### src/rtl/core/i2p_pkg.sv
// Types, character codes and helper functions of the infix to postfix converter.
package i2p_pkg;

  localparam int unsigned STACK_DEPTH_DEF = 32;
  localparam int unsigned QUEUE_DEPTH     = 2;

  localparam logic [7:0] CH_PLUS   = 8'h2B;
  localparam logic [7:0] CH_MINUS  = 8'h2D;
  localparam logic [7:0] CH_STAR   = 8'h2A;
  localparam logic [7:0] CH_SLASH  = 8'h2F;
  localparam logic [7:0] CH_DOLLAR = 8'h24;
  localparam logic [7:0] CH_LPAREN = 8'h28;
  localparam logic [7:0] CH_RPAREN = 8'h29;
  localparam logic [7:0] CH_NUL    = 8'h00;

  // Kind of an input character as seen by the stack engine.
  typedef enum logic [2:0] {
    CLS_OPND,
    CLS_OPER,
    CLS_OPEN,
    CLS_CLOSE,
    CLS_IGNORE
  } cls_e;

  // States of the stack engine.
  typedef enum logic [2:0] {
    ST_IDLE,
    ST_OPND,
    ST_OPER,
    ST_PUSH,
    ST_CLOSE,
    ST_FLUSH
  } state_e;

  // One classified character waiting in the queue.
  typedef struct packed {
    cls_e       cls;
    logic [7:0] ch;
    logic       fin;
  } item_t;

  // One postfix result.
  typedef struct packed {
    logic [7:0] ch;
    logic       has_char;
    logic       run_end;
    logic       expr_done;
    logic       overflow;
  } result_t;

  // Binding weight of an operator; zero for anything else.
  function automatic logic [1:0] op_weight(input logic [7:0] c);
    logic [1:0] w;
    w = 2'd0;
    if (c == CH_PLUS || c == CH_MINUS) begin
      w = 2'd1;
    end else if (c == CH_STAR || c == CH_SLASH) begin
      w = 2'd2;
    end else if (c == CH_DOLLAR) begin
      w = 2'd3;
    end
    return w;
  endfunction

  // True when the stacked operator leaves before the incoming one is pushed.
  function automatic logic pops_before(input logic [7:0] top, input logic [7:0] inc);
    logic [1:0] wt;
    logic [1:0] wi;
    wt = op_weight(top);
    wi = op_weight(inc);
    if (wt == wi) begin
      return top != CH_DOLLAR;
    end
    return wt > wi;
  endfunction

  // Sorts a character into operand, operator, brackets or dropped.
  function automatic cls_e classify(input logic [7:0] c);
    cls_e k;
    if ((c >= 8'h30 && c <= 8'h39) || (c >= 8'h61 && c <= 8'h7A) ||
        (c >= 8'h41 && c <= 8'h5A)) begin
      k = CLS_OPND;
    end else if (op_weight(c) != 2'd0) begin
      k = CLS_OPER;
    end else if (c == CH_LPAREN) begin
      k = CLS_OPEN;
    end else if (c == CH_RPAREN) begin
      k = CLS_CLOSE;
    end else begin
      k = CLS_IGNORE;
    end
    return k;
  endfunction

endpackage

### src/rtl/core/infix_to_postfix_converter.sv
// Each emitted character waits in a holding register until the next one emitted, or the end of
// its run, moves it into the output register. The stack engine takes a new character only in
// its idle state, after it has finished the last one; one stack entry leaves per cycle while it
// pops, unless the holding and output registers are both full and the receiver stalls.
// Reset: asynchronous, active low; clears the stack count, overflow flag and queue.
// Stack contents are not cleared and are undefined until pushed; no clearing pass.
module infix_to_postfix_converter #(
  parameter int unsigned STACK_DEPTH = i2p_pkg::STACK_DEPTH_DEF
) (
  input  logic       clk_i,
  input  logic       rst_ni,
  input  logic       s_axis_tvalid,
  output logic       s_axis_tready,
  input  logic [7:0] s_axis_tdata,   // [7:0] in_char
  input  logic       s_axis_tlast,   // is_final
  output logic       m_axis_tvalid,
  input  logic       m_axis_tready,
  output logic [7:0] m_axis_tdata,   // [7:0] out_char
  output logic [2:0] m_axis_tuser,   // [0] has_char, [1] expr_done, [2] overflow
  output logic       m_axis_tlast    // run_end
);
  import i2p_pkg::*;

  item_t   item;
  logic    item_valid, item_ready;
  result_t res;

  // Classification and queue.
  i2p_front u_front (
    .clk_i        (clk_i),
    .rst_ni       (rst_ni),
    .in_char_i    (s_axis_tdata),
    .is_final_i   (s_axis_tlast),
    .in_valid_i   (s_axis_tvalid),
    .in_ready_o   (s_axis_tready),
    .item_o       (item),
    .item_valid_o (item_valid),
    .item_ready_i (item_ready)
  );

  // Stack engine.
  i2p_back #(
    .STACK_DEPTH (STACK_DEPTH)
  ) u_back (
    .clk_i        (clk_i),
    .rst_ni       (rst_ni),
    .item_i       (item),
    .item_valid_i (item_valid),
    .item_ready_o (item_ready),
    .res_o        (res),
    .res_valid_o  (m_axis_tvalid),
    .res_ready_i  (m_axis_tready)
  );

  // Result packing onto the master stream.
  assign m_axis_tdata = res.ch;
  assign m_axis_tuser = {res.overflow, res.expr_done, res.has_char};
  assign m_axis_tlast = res.run_end;

endmodule

### src/rtl/core/i2p_front.sv
// Front end: classifies incoming characters and queues them for the stack engine.
module i2p_front (
  input  logic           clk_i,
  input  logic           rst_ni,
  input  logic [7:0]     in_char_i,
  input  logic           is_final_i,
  input  logic           in_valid_i,
  output logic           in_ready_o,
  output i2p_pkg::item_t item_o,
  output logic           item_valid_o,
  input  logic           item_ready_i
);
  import i2p_pkg::*;

  localparam int unsigned PW = (QUEUE_DEPTH > 1) ? $clog2(QUEUE_DEPTH) : 1;
  localparam int unsigned FW = $clog2(QUEUE_DEPTH + 1);

  item_t          queue_q [QUEUE_DEPTH];
  logic [PW-1:0]  wr_ptr_q, wr_ptr_d;
  logic [PW-1:0]  rd_ptr_q, rd_ptr_d;
  logic [FW-1:0]  fill_q, fill_d;
  logic           push, pop;
  item_t          new_item;

  // Classify the character on its way in.
  always_comb begin
    new_item.cls = classify(in_char_i);
    new_item.ch  = in_char_i;
    new_item.fin = is_final_i;
  end

  assign in_ready_o   = fill_q != FW'(QUEUE_DEPTH);
  assign item_valid_o = fill_q != '0;
  assign item_o       = queue_q[rd_ptr_q];
  assign push         = in_valid_i && in_ready_o;
  assign pop          = item_valid_o && item_ready_i;

  // Pointer and fill count updates.
  always_comb begin
    wr_ptr_d = wr_ptr_q;
    rd_ptr_d = rd_ptr_q;
    fill_d   = fill_q;
    if (push) begin
      wr_ptr_d = (wr_ptr_q == PW'(QUEUE_DEPTH - 1)) ? '0 : wr_ptr_q + PW'(1);
    end
    if (pop) begin
      rd_ptr_d = (rd_ptr_q == PW'(QUEUE_DEPTH - 1)) ? '0 : rd_ptr_q + PW'(1);
    end
    if (push && !pop) begin
      fill_d = fill_q + FW'(1);
    end else if (pop && !push) begin
      fill_d = fill_q - FW'(1);
    end
  end

  always_ff @(posedge clk_i or negedge rst_ni) begin
    if (!rst_ni) begin
      wr_ptr_q <= '0;
      rd_ptr_q <= '0;
      fill_q   <= '0;
    end else begin
      wr_ptr_q <= wr_ptr_d;
      rd_ptr_q <= rd_ptr_d;
      fill_q   <= fill_d;
    end
  end

  // Queue entries hold payload only.
  always_ff @(posedge clk_i) begin
    if (push) begin
      queue_q[wr_ptr_q] <= new_item;
    end
  end

endmodule

### src/rtl/core/i2p_back.sv
// Back end: operator stack engine with a one-result holding stage and output register.
module i2p_back #(
  parameter int unsigned STACK_DEPTH = i2p_pkg::STACK_DEPTH_DEF
) (
  input  logic             clk_i,
  input  logic             rst_ni,
  input  i2p_pkg::item_t   item_i,
  input  logic             item_valid_i,
  output logic             item_ready_o,
  output i2p_pkg::result_t res_o,
  output logic             res_valid_o,
  input  logic             res_ready_i
);
  import i2p_pkg::*;

  localparam int unsigned AW = $clog2(STACK_DEPTH);
  localparam int unsigned CW = $clog2(STACK_DEPTH + 1);

  state_e         state_q, state_d, eff_state;
  item_t          cur_q;
  item_t          cur;
  logic [CW-1:0]  cnt_q, cnt_d;
  logic [CW-1:0]  rd_idx;
  logic           ovf_q, ovf_d;
  logic [7:0]     stack_mem [STACK_DEPTH];
  logic [7:0]     top_q;
  logic [AW-1:0]  rd_addr, wr_addr;
  logic           wr_en;
  logic [7:0]     wr_data;
  logic           pend_vld_q, pend_vld_d;
  logic [7:0]     pend_char_q, pend_char_d;
  result_t        out_q, out_d;
  logic           out_vld_q, out_vld_d;
  logic           ofree, emit_ok, stack_ne, stack_full, top_open;
  logic           pop_oper, pop_close, flush_pop;
  logic           emit, close_run;
  logic [7:0]     emit_char;

  // The idle state works directly on the queue head.
  assign item_ready_o = state_q == ST_IDLE;
  assign cur          = (state_q == ST_IDLE) ? item_i : cur_q;

  always_comb begin
    eff_state = state_q;
    if (state_q == ST_IDLE) begin
      if (!item_valid_i) begin
        eff_state = ST_IDLE;
      end else begin
        unique case (item_i.cls)
          CLS_OPND:  eff_state = ST_OPND;
          CLS_OPER:  eff_state = ST_OPER;
          CLS_OPEN:  eff_state = ST_PUSH;
          CLS_CLOSE: eff_state = ST_CLOSE;
          default:   eff_state = ST_FLUSH;
        endcase
      end
    end
  end

  // Stack and output conditions.
  assign ofree      = !out_vld_q || res_ready_i;
  assign emit_ok    = !pend_vld_q || ofree;
  assign stack_ne   = cnt_q != '0;
  assign stack_full = cnt_q == CW'(STACK_DEPTH);
  assign top_open   = top_q == CH_LPAREN;
  assign pop_oper   = stack_ne && !top_open && pops_before(top_q, cur.ch);
  assign pop_close  = stack_ne && !top_open;
  assign flush_pop  = cur.fin && stack_ne;

  // Next state.
  always_comb begin
    state_d = state_q;
    unique case (eff_state)
      ST_IDLE:  state_d = ST_IDLE;
      ST_OPND:  state_d = emit_ok ? ST_FLUSH : ST_OPND;
      ST_OPER:  state_d = pop_oper ? ST_OPER : ST_FLUSH;
      ST_PUSH:  state_d = ST_FLUSH;
      ST_CLOSE: state_d = pop_close ? ST_CLOSE : ST_FLUSH;
      ST_FLUSH: state_d = (!flush_pop && ofree) ? ST_IDLE : ST_FLUSH;
      default:  state_d = ST_IDLE;
    endcase
  end

  // Stack actions for the current state.
  always_comb begin
    cnt_d     = cnt_q;
    ovf_d     = ovf_q;
    wr_en     = 1'b0;
    wr_data   = cur.ch;
    emit      = 1'b0;
    emit_char = top_q;
    close_run = 1'b0;
    unique case (eff_state)
      ST_IDLE: begin
      end
      ST_OPND: begin
        if (emit_ok) begin
          emit      = 1'b1;
          emit_char = cur.ch;
        end
      end
      ST_OPER, ST_PUSH: begin
        if (eff_state == ST_OPER && pop_oper) begin
          if (emit_ok) begin
            emit  = 1'b1;
            cnt_d = cnt_q - CW'(1);
          end
        end else if (stack_full) begin
          ovf_d = 1'b1;
        end else begin
          wr_en = 1'b1;
          cnt_d = cnt_q + CW'(1);
        end
      end
      ST_CLOSE: begin
        if (pop_close) begin
          if (emit_ok) begin
            emit  = 1'b1;
            cnt_d = cnt_q - CW'(1);
          end
        end else if (stack_ne) begin
          cnt_d = cnt_q - CW'(1);
        end
      end
      ST_FLUSH: begin
        if (flush_pop) begin
          if (emit_ok) begin
            emit  = 1'b1;
            cnt_d = cnt_q - CW'(1);
          end
        end else if (ofree) begin
          close_run = 1'b1;
        end
      end
      default: begin
      end
    endcase
  end

  // A new character displaces the held one into the output register; the
  // held one is only marked as the end of the run once the item is finished.
  always_comb begin
    out_d       = out_q;
    out_vld_d   = out_vld_q && !res_ready_i;
    pend_vld_d  = pend_vld_q;
    pend_char_d = pend_char_q;
    if (emit) begin
      if (pend_vld_q) begin
        out_vld_d       = 1'b1;
        out_d.ch        = pend_char_q;
        out_d.has_char  = 1'b1;
        out_d.run_end   = 1'b0;
        out_d.expr_done = 1'b0;
        out_d.overflow  = ovf_q;
      end
      pend_vld_d  = 1'b1;
      pend_char_d = emit_char;
    end else if (close_run) begin
      out_vld_d       = 1'b1;
      out_d.ch        = pend_vld_q ? pend_char_q : CH_NUL;
      out_d.has_char  = pend_vld_q;
      out_d.run_end   = 1'b1;
      out_d.expr_done = cur.fin;
      out_d.overflow  = ovf_q;
      pend_vld_d      = 1'b0;
    end
  end

  // Control registers.
  always_ff @(posedge clk_i or negedge rst_ni) begin
    if (!rst_ni) begin
      state_q    <= ST_IDLE;
      cnt_q      <= '0;
      ovf_q      <= 1'b0;
      pend_vld_q <= 1'b0;
      out_vld_q  <= 1'b0;
    end else begin
      state_q    <= state_d;
      cnt_q      <= cnt_d;
      ovf_q      <= ovf_d;
      pend_vld_q <= pend_vld_d;
      out_vld_q  <= out_vld_d;
    end
  end

  // Payload registers.
  always_ff @(posedge clk_i) begin
    if (state_q == ST_IDLE && item_valid_i) begin
      cur_q <= item_i;
    end
    pend_char_q <= pend_char_d;
    out_q       <= out_d;
  end

  // Operator stack memory; the read port always tracks the next top entry.
  assign rd_idx  = cnt_d - CW'(1);
  assign rd_addr = rd_idx[AW-1:0];
  assign wr_addr = cnt_q[AW-1:0];

  always_ff @(posedge clk_i) begin
    if (wr_en) begin
      stack_mem[wr_addr] <= wr_data;
    end
    top_q <= (wr_en && wr_addr == rd_addr) ? wr_data : stack_mem[rd_addr];
  end

  assign res_o       = out_q;
  assign res_valid_o = out_vld_q;

endmodule

### config.mk
export PLATFORM = sky130hd
export DESIGN_NAME = infix_to_postfix_converter
export DESIGN_NICKNAME = d
export VERILOG_FILES = /design/src/rtl/core/i2p_pkg.sv /design/src/rtl/core/infix_to_postfix_converter.sv /design/src/rtl/core/i2p_front.sv /design/src/rtl/core/i2p_back.sv
export SDC_FILE = /design/constraint.sdc
export NUM_CORES = 1
export LEC_CHECK = 0
export BUFFER_PORTS_ARGS = -buffer_cell sky130_fd_sc_hd__buf_2
export CORE_ASPECT_RATIO = 0.6
export CORE_UTILIZATION = 62
export CTS_CLUSTER_SIZE = 25
export DETAILED_ROUTE_END_ITERATION = 6
export GPL_TIMING_DRIVEN = 1
export PLACE_DENSITY = 0.85
export SLEW_MARGIN = 25
export SYNTH_ARGS = -nofsm -noshare
export SYNTH_HDL_FRONTEND = slang
export SYNTH_SLANG_ARGS = --single-unit
### constraint.sdc
create_clock -name clk_i -period 14.5 [get_ports clk_i]
set_input_delay 2.9 -clock clk_i [delete_from_list [all_inputs] [get_ports clk_i]]
set_output_delay 2.9 -clock clk_i [all_outputs]
set_load 0.005 [all_outputs]
==> metrics.yaml <==
crit_fanout: 52
skew_ns: 0.0171
finalCriticalPeriod_ns: 6.22
m1WireLength_um: 12900
synth_ff_type: "edfxtp_1"
rsz0062_at_grt: "no"
die_h_um: 117
clock-sinks: 330
port_buffers: 26
hp-class: "reg2reg"
reg2regPathDepth: 16
finalMaxSlewViolations: 0
max-cap-violations: 0
ys_seq_elements: 330
start_util_pct: 64.3
clk_path_buf_depth: 3
netlist_area_um2: 13700
p_leak_nw: 4.92
syn_avg_cell_area_um2: 17.9
pin_count: 27
postCtsSetupBuffers: 0
synth_cell_types: 68
synthCells: 768
holdPathStages: 0
drt_iter0_drc: 1014
grt_pass1_wl_um: 45300
top_layer: "met5"
drt_drc_violations_left: 0
dieArea_um2: 22800
path_common_cell: "nand2_1"
reg2reg_slack_ns: 8.28
wl_per_cell_um: 27.2
htreeDepth: 1
wirelength_um: 29800
grt_max_degree: 65
syn-num-nets: 789
area.growth.synth_to_final_pct: 9.43
num_rows: 41
slowest_delay_ns: 0.85
crit_required_ns: 14.66
grt_pass1_vias: 7177
final.setup.tns_ns: 0
seq_area_frac_synth_pct: 71.1
drive_gt1_share_pct: 22.2
gp_congestion: 0.979
wl_met3_um: 4040
synth_top_area_cell: "edfxtp_1"
path_clk_slew_ns: 0.07
cts_resized: 0
yosys_warnings: 0
num_vias: 7402
synth_area_leaders: "edfxtp_1 67%, mux4_2 13%, dfrtp_1 2.9%"
worst_path_max_delay_cell: "nor2_1"
numCtsBuffers: 29
fin_nets: 820
peakVddDrop_mv: 0.131
wl_met2_um: 12500
finalCritPeriodShare_pct: 42.9
clkLatencyLatePin_ns: 0.54
viasPerCell: 6.74
power.density_nw_per_um2: 232
synth_edf_count: 309
drt-pass1-iter-count: 5
rr_endpoint: "u_back.stack_mem[4][1]"
status: "complete, no violations"
crit_chain: "buf_6, mux4_2, mux4_2, mux2i_2, xor2_1, nor2_1, a22o_1, nand2_1, ha_1, nand2_1, nor3b_1, o211ai_2, a21oi_2, and2_1, nand2_1, nor2_1"
die_width_um: 194
place_hpwl_um: 19300
crit_path_end_kind: "flop"
cts-root-buf: "clkbuf_16"
cts_hold_buf: 0
path_class: "reg2reg"
grt_overflow_total: 0
core_area_um2: 21400
tightest_slew_ns: 1.05
setup-violations-final: 0
finish.utilization_pct: 70.3
grt.total_usage_pct: 27.2
critPathLaunchType: "flop"
min_to: "u_back.res_o[0]"
relSlewSlack_pct: 29.6
max_freq_mhz: 161
antenna_found_initial: 3
synth-async-reset-ratio_pct: 4.85
ant_nets: 0
netlist.area_leader.share_pct: 67.5
hold_viol_final: 0
arrival_ns: 6.38
cts_tree: "done"
worstHoldStart: "u_back.ovf_q"
-- layout by cell type (no fill, tap or decap), types with 4 or more instances in the layout --
cell type  count
a21o_1         4
a21oi_1       30
a21oi_2        7
a31oi_1        4
and3_1         4
buf_2         26
buf_4          7
clkbuf_1       8
clkbuf_16     29
clkinv_1       8
dfrtp_1       16
edfxtp_1     309
ha_1           8
inv_1         25
mux2i_1       16
mux4_2        80
nand2_1       27
nand2b_1       5
nand3_1       11
nand3b_1       4
nor2_1        62
nor2b_1       12
nor3_1        11
o211ai_1       4
o21ai_0        7
or3b_2         4
xnor2_1        8
xor2_1         8
-- registers in the layout, summed over array words and instances (netlist names), named ones only --
signal / count
u_back.res_valid_o: 1
u_back.cur_q: 9
u_back.pend_char_q: 8
u_back.cnt_q: 6
u_front.queue_q: 24
u_back.state_q: 3
u_back.ovf_q: 1
u_back.pend_vld_q: 1
u_back.res_o: 12
u_back.stack_mem: 256
u_front.rd_ptr_q: 1
u_front.fill_q: 2
u_front.wr_ptr_q: 1
-- critical path, delay by kind of cell (launching register included) --
family                     cells  cell delay, ns
muxes                          3            1.51
AOI/OAI and AO/OA              3            0.70
adders and majority gates      1            0.31
DFF                            1            0.51
xor gates and xnor gates       1            0.13
buffers and inverters          1            0.60
and+or+nand+nor                7            2.00
-- layer usage --
layer  track usage, %  up-vias
li1                 -     3123
met1             43.2     3789
met2             36.2      448
met3             10.4       40
met4             4.71        2
met5                0        -
-- final cells by class --
cell class                      instances  area, um^2
Sequential cell                       330        9790
Timing Repair Buffer                   34         194
Antenna cell                            2        5.00
Tap cell                              279         349
Clock buffer                           37         756
Clock inverter                         13         136
Inverter                               27         101
Fill cell                            1267        6350
Multi-Input combinational cell        377        3720
-- power by group --
group	switching (mW)	total, mW	internal (mW)
registers	0.101	1.46	1.36
logic	0.815	1.30	0.483
clock network	0.323	0.741	0.418
-- cell usage after synthesis (6+ instances only) --
library cell,instances
a21oi_1,36
buf_6,6
clkbuf_1,21
dfrtp_1,16
edfxtp_1,309
ha_1,8
inv_1,26
mux2i_1,16
mux4_2,80
nand2_1,27
nand3_1,11
nor2_1,63
nor2b_1,12
nor3_1,11
o21ai_0,7
xnor2_1,8
xor2_1,8
-- per-stage QoR --
step	std cells	worst slack [ns]	cell area [um^2]	power (mW)	hold slack, ns
2_1_floorplan	768	9.26	13700	2.33	0.417
3_3_place_gp	1047	8.37	14100	2.68	0.442
3_5_place_dp	1047	8.01	14100	2.74	0.435
4_1_cts	1097	7.95	15000	3.48	0.450
5_1_grt	1097	8.07	15000	3.64	0.464
6_report	1099	8.28	15000	3.50	0.448
-- worst max path at each step --
stage | slack (ns) | cells after the start | startpoint | to
2_1_floorplan | 9.26 | 15 | u_front.rd_ptr_q | u_back.res_o[0]
3_3_place_gp | 8.37 | 15 | flop | u_back.res_o[10]
3_5_place_dp | 8.01 | 15 | flop | u_back.res_o[9]
4_1_cts | 7.95 | 15 | flop | u_back.res_o[4]
5_1_grt | 8.07 | 16 | flop | u_back.stack_mem[4][1]
6_report | 8.28 | 16 | flop | u_back.stack_mem[4][1]
-- cells by family (layout without fill, tap and decap cells) --
group,count (synthesis),in the layout,synth area share (%)
AOI/OAI and AO/OA,83,83,3.96
xor gates and xnor gates,16,16,1.02
other,0,2,0
muxes,101,101,14.8
buffers and inverters,61,111,2.01
and+or+nand+nor,169,169,6.34
DFF,330,330,71.1
adders and majority gates,8,8,0.728
(Power assumes the default switching activity.)
